File: src/rtl/core/dnn_pkg.sv
package dnn_pkg;

  // Name parser phase
  typedef enum logic [2:0] {
    PH_START  = 3'd0,
    PH_STAR   = 3'd1,
    PH_LSTART = 3'd2,
    PH_LABEL  = 3'd3,
    PH_ERROR  = 3'd4
  } phase_e;

  // Character codes
  localparam logic [7:0] CH_NUL    = 8'h00;
  localparam logic [7:0] CH_STAR   = 8'h2A;
  localparam logic [7:0] CH_HYPHEN = 8'h2D;
  localparam logic [7:0] CH_DOT    = 8'h2E;
  localparam logic [7:0] CASE_OFS  = 8'h20;  // 'a' - 'A'

  // One result beat
  typedef struct packed {
    logic [7:0] out_char;
    logic       char_valid;
    logic       done_res;
    logic       status;
  } result_t;

  // Lowercased label character, or CH_NUL when the byte is not allowed in a label
  function automatic logic [7:0] label_char(input logic [7:0] c);
    logic [7:0] n;
    n = CH_NUL;
    if (c inside {[8'h41:8'h5A]}) begin
      n = c + CASE_OFS;
    end else if (c inside {[8'h61:8'h7A], [8'h30:8'h39], CH_HYPHEN}) begin
      n = c;
    end
    return n;
  endfunction

endpackage

File: src/rtl/core/domain_name_normalizer.sv
// Each accepted byte's result beat is registered (in the skid register if stalled).
// One byte per cycle while in_stall_o is low; parser state updates per accepted byte.
// A two-entry output stage (result register plus skid register) keeps input
// acceptance free of the output stall path; in_stall_o rises only when both are full.
// Reset (rst_ni low, asynchronous): parser returns to start of name, lengths clear,
// output and skid registers empty.
module domain_name_normalizer #(
  parameter int MAX_LABEL = 63,
  parameter int MAX_NAME  = 255
) (
  input  logic       clk_i,
  input  logic       rst_ni,
  input  logic       in_valid_i,
  output logic       in_stall_o,
  input  logic [7:0] ch_i,
  output logic       out_valid_o,
  input  logic       out_stall_i,
  output logic [7:0] out_char_o,
  output logic       char_valid_o,
  output logic       done_res_o,
  output logic       status_o
);

  localparam int LabelW = $clog2(MAX_LABEL + 1);
  localparam int TotalW = $clog2(MAX_NAME + 1);
  localparam logic [LabelW-1:0] LabelMax = LabelW'(MAX_LABEL);
  localparam logic [TotalW-1:0] TotalMax = TotalW'(MAX_NAME);

  dnn_pkg::phase_e    phase_q, phase_d;
  logic [LabelW-1:0]  lbl_cnt_q, lbl_cnt_d;
  logic [TotalW-1:0]  total_len_q, total_len_d;
  logic               prev_hyphen_q, prev_hyphen_d;

  dnn_pkg::result_t   res_d;
  dnn_pkg::result_t   out_q, skid_q;
  logic               out_valid_q, skid_valid_q;
  logic               in_accept, out_ready;
  logic [7:0]         lc;

  assign in_accept = in_valid_i && !skid_valid_q;
  assign out_ready = !out_valid_q || !out_stall_i;
  assign lc        = dnn_pkg::label_char(ch_i);

  // Parse one byte: next state and result
  always_comb begin
    phase_d       = phase_q;
    lbl_cnt_d     = lbl_cnt_q;
    total_len_d   = total_len_q;
    prev_hyphen_d = prev_hyphen_q;
    res_d         = '0;
    if (ch_i == dnn_pkg::CH_NUL) begin
      res_d.done_res = 1'b1;
      case (phase_q)
        dnn_pkg::PH_STAR:  res_d.status = 1'b0;
        dnn_pkg::PH_LABEL: res_d.status = prev_hyphen_q;
        default:           res_d.status = 1'b1;
      endcase
      phase_d       = dnn_pkg::PH_START;
      lbl_cnt_d     = '0;
      total_len_d   = '0;
      prev_hyphen_d = 1'b0;
    end else if (!(phase_q inside {dnn_pkg::PH_START, dnn_pkg::PH_STAR,
                                   dnn_pkg::PH_LSTART, dnn_pkg::PH_LABEL})) begin
      phase_d = dnn_pkg::PH_ERROR;
    end else if (total_len_q >= TotalMax) begin
      phase_d = dnn_pkg::PH_ERROR;
    end else if (phase_q == dnn_pkg::PH_START && ch_i == dnn_pkg::CH_STAR) begin
      res_d.out_char   = dnn_pkg::CH_STAR;
      res_d.char_valid = 1'b1;
      total_len_d      = total_len_q + 1'b1;
      phase_d          = dnn_pkg::PH_STAR;
    end else if (phase_q == dnn_pkg::PH_STAR) begin
      if (ch_i == dnn_pkg::CH_DOT) begin
        res_d.out_char   = dnn_pkg::CH_DOT;
        res_d.char_valid = 1'b1;
        total_len_d      = total_len_q + 1'b1;
        phase_d          = dnn_pkg::PH_LSTART;
      end else begin
        phase_d = dnn_pkg::PH_ERROR;
      end
    end else if (ch_i == dnn_pkg::CH_DOT) begin
      if (phase_q == dnn_pkg::PH_LABEL && !prev_hyphen_q) begin
        res_d.out_char   = dnn_pkg::CH_DOT;
        res_d.char_valid = 1'b1;
        total_len_d      = total_len_q + 1'b1;
        lbl_cnt_d        = '0;
        prev_hyphen_d    = 1'b0;
        phase_d          = dnn_pkg::PH_LSTART;
      end else begin
        phase_d = dnn_pkg::PH_ERROR;
      end
    end else if (lc == dnn_pkg::CH_NUL || lbl_cnt_q >= LabelMax ||
                 (phase_q != dnn_pkg::PH_LABEL && lc == dnn_pkg::CH_HYPHEN)) begin
      phase_d = dnn_pkg::PH_ERROR;
    end else begin
      res_d.out_char   = lc;
      res_d.char_valid = 1'b1;
      total_len_d      = total_len_q + 1'b1;
      lbl_cnt_d        = lbl_cnt_q + 1'b1;
      prev_hyphen_d    = (lc == dnn_pkg::CH_HYPHEN);
      phase_d          = dnn_pkg::PH_LABEL;
    end
  end

  // Advance parser state on each accepted beat
  always_ff @(posedge clk_i or negedge rst_ni) begin
    if (!rst_ni) begin
      phase_q       <= dnn_pkg::PH_START;
      lbl_cnt_q     <= '0;
      total_len_q   <= '0;
      prev_hyphen_q <= 1'b0;
    end else if (in_accept) begin
      phase_q       <= phase_d;
      lbl_cnt_q     <= lbl_cnt_d;
      total_len_q   <= total_len_d;
      prev_hyphen_q <= prev_hyphen_d;
    end
  end

  // Output and skid occupancy
  always_ff @(posedge clk_i or negedge rst_ni) begin
    if (!rst_ni) begin
      out_valid_q  <= 1'b0;
      skid_valid_q <= 1'b0;
    end else if (out_ready) begin
      out_valid_q  <= skid_valid_q || in_accept;
      skid_valid_q <= 1'b0;
    end else if (in_accept) begin
      skid_valid_q <= 1'b1;
    end
  end

  // Output and skid payload: drain skid first, else load fresh result
  always_ff @(posedge clk_i) begin
    if (out_ready) begin
      out_q <= skid_valid_q ? skid_q : res_d;
    end else if (in_accept) begin
      skid_q <= res_d;
    end
  end

  assign in_stall_o   = skid_valid_q;
  assign out_valid_o  = out_valid_q;
  assign out_char_o   = out_q.out_char;
  assign char_valid_o = out_q.char_valid;
  assign done_res_o   = out_q.done_res;
  assign status_o     = out_q.status;

endmodule

File: config.mk
export PLATFORM = sky130hd
export DESIGN_NAME = domain_name_normalizer
export DESIGN_NICKNAME = d
export VERILOG_FILES = /design/src/rtl/core/dnn_pkg.sv /design/src/rtl/core/domain_name_normalizer.sv
export SDC_FILE = /design/constraint.sdc
export NUM_CORES = 1
export LEC_CHECK = 0
export BUFFER_PORTS_ARGS = -buffer_cell sky130_fd_sc_hd__buf_2
export CELL_PAD_IN_SITES_DETAIL_PLACEMENT = 1
export CELL_PAD_IN_SITES_GLOBAL_PLACEMENT = 1
export CORE_MARGIN = 2
export CORE_UTILIZATION = 45
export DETAILED_ROUTE_END_ITERATION = 8
export GPL_TIMING_DRIVEN = 1
export PLACE_DENSITY = 0.9
export SETUP_SLACK_MARGIN = 0.15
export SYNTH_ARGS = -nofsm -noshare
export SYNTH_HDL_FRONTEND = slang
export SYNTH_SLANG_ARGS = --single-unit
File: constraint.sdc
create_clock -name clk_i -period 2.6 [get_ports clk_i]
set_input_delay 0.13 -clock clk_i [delete_from_list [all_inputs] [get_ports clk_i]]
set_output_delay 0.13 -clock clk_i [all_outputs]
set_load 0.01 [all_outputs]
==> results of run 1 <==
-- synth_stat cells, types with 2 or more instances --
| cell type | number |
|---|---|
| or4_1 | 2 |
| nor2_1 | 27 |
| or2_2 | 3 |
| nand2_1 | 31 |
| o221ai_1 | 3 |
| inv_1 | 9 |
| nor3_1 | 4 |
| and2_1 | 3 |
| o211ai_1 | 3 |
| clkbuf_1 | 4 |
| nand4_1 | 2 |
| nor4_1 | 2 |
| o21ai_0 | 22 |
| buf_2 | 2 |
| o31ai_1 | 14 |
| ha_1 | 4 |
| a21oi_1 | 12 |
| and3_1 | 5 |
| nor2b_1 | 5 |
| dfrtp_1 | 20 |
| nand3_1 | 6 |
| nor3b_1 | 2 |
| edfxtp_1 | 22 |
| nand2b_1 | 6 |
-- timing repair --
| action | 4_1_cts | 5_1_grt |
|---|---|---|
| pin swaps | 1 | 2 |
| hold buffers | 1 | 0 |
| hold endpoints to repair | 20 | 0 |
| endpoints found under the setup margin | 5 | 8 |
| gates resized for setup | 2 | 7 |
-- state kept, by name, indices dropped and copies added (netlist names) --
signal         count
char_valid_o       1
done_res_o         1
in_stall_o         1
lbl_cnt_q          6
out_char_o         8
out_valid_o        1
phase_q            3
prev_hyphen_q      1
skid_q            11
status_o           1
total_len_q        8
-- cells in the final DEF (no fill, tap or decap), drive strengths merged, types with 2 or more instances in the layout --
| master | n |
|---|---|
| a21oi | 12 |
| and2 | 3 |
| and3 | 5 |
| buf | 32 |
| clkbuf | 5 |
| dfrtp | 20 |
| edfxtp | 22 |
| ha | 4 |
| inv | 11 |
| nand2 | 32 |
| nand2b | 6 |
| nand3 | 6 |
| nand4 | 2 |
| nor2 | 27 |
| nor2b | 5 |
| nor3 | 4 |
| nor3b | 2 |
| nor4 | 2 |
| o211a | 2 |
| o211ai | 4 |
| o21ai | 22 |
| o221ai | 3 |
| o31ai | 14 |
| or2 | 3 |
| or4 | 3 |
-- kinds of logic after synthesis --
logic type               synth area share, %
XOR/XNOR                               0.376
flip-flops                              49.8
buffers and inverters                   3.54
AND/OR/NAND/NOR                         23.3
AO/OA/AOI/OAI                           20.3
multiplexers                           0.483
adder cells (fa/ha/maj)                 2.15
-- final timing paths --
check / startpoint / to / cells after the start
worst max-delay path: total_len_q[0] / total_len_q[7] / 7
worst min-delay path: in_valid_i / out_valid_o / 3
worst max register to register: total_len_q[0] / total_len_q[7] / 7
worst min register to register: lbl_cnt_q[2] / lbl_cnt_q[2] / 1
max in group asynchronous: rst_ni / lbl_cnt_q[5] / 2
min in group asynchronous: rst_ni / phase_q[1] / 2
-- through the flow --
step	utilization (%)	total power [uW]	std cells
after floorplan	-	1020	240
after global placement	50.6	1100	333
after detailed placement	50.6	1120	333
after CTS	52.8	1580	342
after global routing	53.4	1650	342
final	53.4	1580	342
-- power by group through the flow --
stage / sequential [uW] / clock [uW] / combinational [uW]
2_1_floorplan: 835 / 0 / 180
5_1_grt: 839 / 475 / 340
3_5_place_dp: 837 / 0 / 284
6_report: 828 / 449 / 300
3_3_place_gp: 833 / 0 / 268
4_1_cts: 826 / 462 / 291
-- cell type report --
type                            instances  area, um2  area share (%)
Clock inverter                          3       22.5           0.836
Sequential cell                        42       1160            43.1
Clock buffer                            5       68.8            2.55
Inverter                                9       33.8            1.25
Timing Repair Buffer                   33        190            7.06
Tap cell                               70       87.6            3.25
Multi-Input combinational cell        180       1130            42.0
-- worst max-delay path, stage by stage (launching register included) --
cell	delay, ns
dfrtp_1	0.42
ha_2	0.21
and3_4	0.21
a21oi_4	0.24
o221ai_4	0.15
a211o_1	0.38
or4_1	0.49
a21oi_1	0.16
-- per-layer routing --
metal  part of all wire (%)  track usage (%)  up-vias
met5                      0                0        -
met4                    2.5             9.82        0
met3                    4.0             4.15       18
met2                     50             37.2       50
met1                     44             27.4     1010
li1                       -                -      952
==> impl_metrics.tcl, run 1 <==
set metrics [dict create \
    yosysTopAreaCell "edfxtp_1" \
    cp-end-kind "flip-flop" \
    cts-root-buf "clkbuf_8" \
    fillers 587 \
    p_seq_share_pct 52.5 \
    routed_wl_um 5990 \
    drive_gt1_share_pct 21.3 \
    die_x_um 76.0 \
    postCtsSetupBuffers 0 \
    cts.htree.levels 2 \
    synth_area_um2 2330 \
    grt_pass1_wl_um 10100 \
    fin_skew_ns 0.00734 \
    path_max_fanout 6 \
    worst_setup_path_start_kind "flip-flop" \
    first_pass_iters 4 \
    cts_buffers 5 \
    ys_types 51 \
    holdWs_ns 0.0403 \
    worst_pin_slew_ns 0.564 \
    row_count 26 \
    clockPowerShare_pct 28.5 \
    r2r_slack_ns 0.28 \
    finalSetupViolations 0 \
    cts_tree "yes" \
    antenna_found_initial 0 \
    netlist_instances 240 \
    p_per_area_nw_per_um2 585 \
    clk_path_buf_depth 2 \
    gp_congestion 0.842 \
    async_flop_share_pct 47.6 \
    grt_pass1_vias 2044 \
    clock.fmax_mhz 430 \
    overflow 0 \
    synth_edf_count 22 \
    setup_ws_ns 0.276 \
    status "finished clean" \
    finalNetCount 287 \
    yosysWarnings 0 \
    p_leak_uw 0.00110 \
    post-place-ws_ns 0.0350 \
    drv_slew 0 \
    critPathKind "flip-flop to flip-flop" \
    hpwlAfterDp_um 4160 \
    yosys_most_used_dff "edfxtp_1" \
    clk_pin_slew_ns 0.09 \
    ant_nets 0 \
    clk-insertion-delay-late_ns 0.31 \
    dpl_cell_area_um2 2550 \
    hold_path_class "primary input to flip-flop" \
    hold_viol 0 \
    cts_num_sinks 42 \
    syn_nets 256 \
    synth_top_area_share_pct 28.3 \
    synth_seq_cells 42 \
    drtIter0Drc 111 \
    drc 0 \
    internal_power_uw 1080 \
    port_buffers 24 \
    vias 2030 \
    cp.required_ns 2.84 \
    p_comb_share_pct 19.0 \
    die_y_um 76.0 \
    grt_start_max_net_pins 24 \
    switching_share_pct 31.2 \
    ys_seq_area_share_pct 49.8 \
    avgRoutedWirePerCell_um 17.5 \
    setup_tns_ns 0 \
    design.portCount 25 \
    initial_core_util_pct 46.3 \
    yosys-top-cells-area "edfxtp_1 (28%), dfrtp_1 (21%), nand2_1 (5.0%), o21ai_0 (4.7%), o31ai_1 (4.5%)" \
    maxSlewHeadroom_pct 62.3 \
    final.min_clock_period_ns 2.32 \
    fin_area_um2 2700 \
    switchingPower_uw 492 \
    die-area_um2 5770 \
    track_usage_pct 22.0 \
    drv_cap 0 \
    core_area_um2 5040 \
    rsz0062_at_grt "yes" \
    avgSynthCellArea_um2 9.72 \
    ir_drop_v 0.000276 \
    cp.arrival_ns 2.57 \
    via_per_inst 5.94 \
    period_share_pct 89.4 \
    areaGrowthSynthToFinish_pct 15.6 \
    diodes 0 \
]
Power figures use the tool's default switching activity.
==> run 2: changes to the inputs <==
==> constraint.sdc (replaced) <==
create_clock -name clk_i -period 2.6 [get_ports clk_i]
set_input_delay 0.39 -clock clk_i [delete_from_list [all_inputs] [get_ports clk_i]]
set_output_delay 0.39 -clock clk_i [all_outputs]
set_load 0.01 [all_outputs]
==> run 2 against run 1 <==
Net effect:
- sequential share of layout area decreased by 1.1 points
- first-iteration DRC count decreased by 26%
- sequential power decreased by 0.7%
- fmax increased by 0.12%
- critical path type unchanged
- largest power group unchanged
- via count increased by 1.4%
==> impl_metrics.tcl, run 2 (same netlist as run 1, synthesis figures left out) <==
set metrics [dict create \
    status "finished clean" \
    initial_core_util_pct 46.3 \
    clk_pin_slew_ns 0.08 \
    seqCellArea_um2 1160 \
    drv_slew 0 \
    clock.fmax_mhz 431 \
    cts.htree.levels 2 \
    routed_wl_um 6270 \
    cp.required_ns 2.84 \
    row_count 26 \
    worstReg2RegEnd "total_len_q[5]" \
    cts_tree "yes" \
    ant_nets 0 \
    drive_gt1_share_pct 23.6 \
    p_per_area_nw_per_um2 603 \
    multi_input_area_um2 1100 \
    cts-root-buf "clkbuf_8" \
    vias 2058 \
    grt_pass1_vias 2121 \
    period_share_pct 89.3 \
    drv_cap 0 \
    largest_register_ffs 11 \
    fin_area_um2 2770 \
    layout_common_cells "nand2_1 (31), nor2_1 (26), buf_2 (24)" \
    clk_path_buf_depth 2 \
    rr_startpoint "total_len_q[1]" \
    worstSetupEndpoint "total_len_q[5]" \
    die_x_um 76.0 \
    ir_drop_v 0.000308 \
    areaGrowthSynthToFinish_pct 18.7 \
    clk-insertion-delay-late_ns 0.30 \
    core_area_um2 5040 \
    dpl_cell_area_um2 2630 \
    r2r_slack_ns 0.28 \
    grt_start_max_net_pins 24 \
    die_y_um 76.0 \
    first_pass_iters 4 \
    finalNonFillerCells 354 \
    cts_buffers 5 \
    cp-end-kind "flip-flop" \
    avgRoutedWirePerCell_um 17.7 \
    fillers 600 \
    design.portCount 25 \
    top_register "skid_q" \
    gp_congestion 0.900 \
    hpwlAfterDp_um 4500 \
    overflow 0 \
    fin_skew_ns 0.00560 \
    final.min_clock_period_ns 2.32 \
    drc 0 \
    cp-startpoint "total_len_q[1]" \
    cts-hold-fix-buffers 0 \
    via_per_inst 5.81 \
    path_max_fanout 4 \
    drtIter0Drc 82 \
    maxSlewHeadroom_pct 64.7 \
    worst_setup_path_start_kind "flip-flop" \
    finalNetCount 299 \
    final_common_cell "nand2_1" \
    worst_pin_slew_ns 0.528 \
    antenna_found_initial 0 \
    grt_pass1_wl_um 10600 \
    finalSetupViolations 0 \
    cts_num_sinks 42 \
    track_usage_pct 22.9 \
    p_leak_uw 0.00116 \
    hold_path_class "primary input to async pin" \
    place_inst 343 \
    diodes 0 \
    critPathKind "flip-flop to flip-flop" \
    die-area_um2 5770 \
    port_buffers 24 \
    reg2regPathDepth 8 \
    rsz0062_at_grt "no" \
    cp.arrival_ns 2.56 \
    hold_viol 0 \
]
==> run 2: cell types whose count changed in the layout (fill, tap and decap cells not counted), sizes merged <==
cell / previous run / this run
bufinv: 0 / 1
inv: 11 / 9
clkbuf: 5 / 6
dlygate4sd3: 1 / 0
buf: 32 / 45
==> run 2: final cells by class <==
| cell class | instances | area share, % |
|---|---|---|
| repair buffers | 45 | 10.0 |
| well taps | 70 | 3.16 |
| clock buffers | 6 | 2.62 |
| flip-flops and latches | 42 | 42.0 |
| multi-input cells | 180 | 39.6 |
| clock inverters | 2 | 1.36 |
| inverters | 9 | 1.22 |
==> run 2: worst min-delay path by stage <==
stage / to
finish: out_valid_o
global route: out_valid_o
CTS: out_valid_o
detailed placement: out_valid_o
global placement: out_valid_o
floorplan: in_stall_o
==> run 2: critical path, cell delays in order, from the launching register on <==
cell and delay [ns]:
dfrtp_1 0.41, ha_1 0.22, and3_1 0.24, a21oi_2 0.16, o221ai_1 0.18, a211o_1 0.32
buf_4 0.15, or4_1 0.49, nand2_1 0.09
==> run 2: power breakdown <==
part	total, uW	switching (uW)	internal, uW
registers	822	48.7	773
logic	321	189	131
clock network	527	240	287
total	1670	478	1190
==> run 2: per-layer routing <==
layer	track usage, %	wire length, um	vias to the layer above
met5	0	0	-
met4	7.09	113	0
met3	5.09	285	15
met2	39.0	3130	49
met1	29.2	2740	1020
li1	-	-	974
==> run 2: what timing repair did <==
item                       CTS  global route
buffers inserted             0             3
setup endpoints to repair    0            11
gates resized for setup      0             4
==> run 2: metrics by stage <==
| stage | total power, uW | setup TNS (ns) | hold WS (ns) | util, % | worst slack (ns) |
|---|---|---|---|---|---|
| after floorplan | 1020 | 0 | 0.0944 | - | 0.236 |
| after global placement | 1110 | 0 | 0.367 | 52.1 | 0.0615 |
| after detailed placement | 1140 | -0.117 | 0.380 | 52.1 | -0.0238 |
| after CTS | 1670 | 0 | 0.0443 | 54.3 | 0.210 |
| after global routing | 1760 | 0 | 0.0688 | 54.9 | 0.133 |
| final | 1670 | 0 | 0.0371 | 54.9 | 0.279 |
==> run 3: changes to the inputs <==
Settings changed: CORE_ASPECT_RATIO set to 1.1.
==> run 3 against run 2 <==
Net effect:
- design area is 1.9% lower
- via count is 1.8% lower
- combinational power is 6.9% lower
- critical path type unchanged
- largest cell class unchanged
- largest power group unchanged
==> impl_metrics.tcl, run 3 (same netlist as run 1, synthesis figures left out) <==
set metrics [dict create \
    fillers 584 \
    status "finished clean" \
    largest_register_ffs 11 \
    vias 2021 \
    p_per_area_nw_per_um2 589 \
    grt_pass1_vias 2077 \
    avgRoutedWirePerCell_um 17.1 \
    hold_path_class "primary input to async pin" \
    antenna_found_initial 0 \
    top_register "skid_q" \
    clk_pin_slew_ns 0.09 \
    hpwlAfterDp_um 4180 \
    r2r_slack_ns 0.24 \
    cp.arrival_ns 2.59 \
    clk_path_buf_depth 2 \
    first_pass_iters 4 \
    die_x_um 72.6 \
    hold_viol 0 \
    row_count 27 \
    critPathKind "flip-flop to flip-flop" \
    reg2regPathDepth 7 \
    gp_congestion 0.889 \
    diodes 0 \
    via_per_inst 5.98 \
    grt_pass1_wl_um 9790 \
    die_y_um 79.5 \
    cts.htree.levels 2 \
    cts-root-buf "clkbuf_8" \
    finalSetupViolations 0 \
    p_leak_uw 0.00114 \
    drv_cap 0 \
    ant_nets 0 \
    drtIter0Drc 99 \
    postCtsSetupBuffers 0 \
    design.portCount 25 \
    drc 0 \
    utilization_pct 54.3 \
    worstReg2RegEnd "total_len_q[7]" \
    wl_met3_um 179 \
    finalNetCount 295 \
    period_share_pct 90.8 \
    drv_slew 0 \
    drt-met1-wl_um 2700 \
    power_uw 1600 \
    path_max_fanout 6 \
    rr_startpoint "total_len_q[0]" \
    clk-insertion-delay-late_ns 0.31 \
    fin_skew_ns 0.0155 \
    die-area_um2 5780 \
    ir_drop_v 0.000273 \
    cp.required_ns 2.83 \
    layout_common_cells "nand2_1 (31), nor2_1 (26), buf_2 (24)" \
    worst_pin_slew_ns 0.549 \
    areaGrowthSynthToFinish_pct 16.4 \
    critical_path.max_stage_delay_ns 0.48 \
    final_common_cell "nand2_1" \
    port_buffers 24 \
    maxSlewHeadroom_pct 63.3 \
    wl_met2_um 2770 \
    cts_tree "yes" \
    cts_num_sinks 42 \
    cts_buffers 5 \
    critical_path.cell_chain "ha_1 -> and3_2 -> a21oi_2 -> o221ai_1 -> a211o_1 -> or4_1 -> a21oi_1" \
    clock.fmax_mhz 424 \
    grt_start_max_net_pins 24 \
    cp-end-kind "flip-flop" \
    final.min_clock_period_ns 2.36 \
    core_area_um2 5000 \
    track_usage_pct 21.8 \
    overflow 0 \
    drive_gt1_share_pct 22.9 \
    routed_wl_um 5780 \
    dr.max_layer_used "met4" \
    worst_setup_path_start_kind "flip-flop" \
    cp_slowest_cell "or4_1" \
    initial_core_util_pct 46.6 \
    rsz0062_at_grt "yes" \
]
[run 3: cell count changes in the layout (fill, tap and decap cells not counted)]
cell / change
a221o_2: +1
and3_2: +1
clkbuf_16: +1
and2_2: +1
clkinv_1: +1
bufinv_16: -1
buf_4: -4
a221o_1: -1
and3_1: -1
and2_4: -1
clkinvlp_4: -1
[run 3: per-stage QoR]
step | setup WS, ns | instance area [um2] | instances | hold WS [ns] | setup TNS, ns
floorplan | 0.236 | 2330 | 240 | 0.0944 | 0
global placement | 0.0425 | 2600 | 330 | 0.369 | 0
detailed placement | -0.0446 | 2600 | 330 | 0.374 | -0.104
CTS | 0.194 | 2710 | 338 | 0.0371 | 0
global route | 0.0998 | 2720 | 338 | 0.0545 | 0
finish | 0.240 | 2720 | 338 | 0.0227 | 0
[run 3: how the worst max path moves through the flow]
stage / from / endpoint / cells past startpoint
final: total_len_q[0] / total_len_q[7] / 7
after global routing: total_len_q[0] / total_len_q[7] / 7
after CTS: total_len_q[0] / total_len_q[7] / 7
after detailed placement: ch_i[5] / lbl_cnt_q[4] / 9
after global placement: ch_i[5] / lbl_cnt_q[4] / 9
after floorplan: ch_i[5] / char_valid_o / 8
[run 3: per-layer routing]
metal | vias to the layer above | track usage, %
met5 | - | 0
met4 | 0 | 8.52
met3 | 11 | 3.54
met2 | 39 | 35.4
met1 | 1010 | 29.0
li1 | 961 | -
[run 3: final cells by class]
cell class / count / area, um2 / share of cell area, %
Tap cell: 58 / 72.6 / 2.67
Sequential cell: 42 / 1160 / 42.8
Timing Repair Buffer: 41 / 248 / 9.12
Multi-Input combinational cell: 180 / 1100 / 40.5
Clock inverter: 1 / 3.75 / 0.138
Clock buffer: 7 / 97.6 / 3.59
Inverter: 9 / 33.8 / 1.24
[run 3: where the power goes]
| part | switching, uW | total [uW] | internal [uW] |
|---|---|---|---|
| logic | 178 | 299 | 121 |
| registers | 49.6 | 823 | 774 |
| clock network | 232 | 477 | 245 |
| total | 459 | 1600 | 1140 |
[run 3: repair_timing]
item,CTS,global route
gates resized for setup,0,5
endpoints found under the setup margin,0,15
hold buffers,0,0
[run 3: critical path: cells and delay by family, from the launching register on]
family,cells,cell delay (ns)
compound gates,4,0.89
fa+ha+maj,1,0.23
flops,1,0.41
simple gates,2,0.74
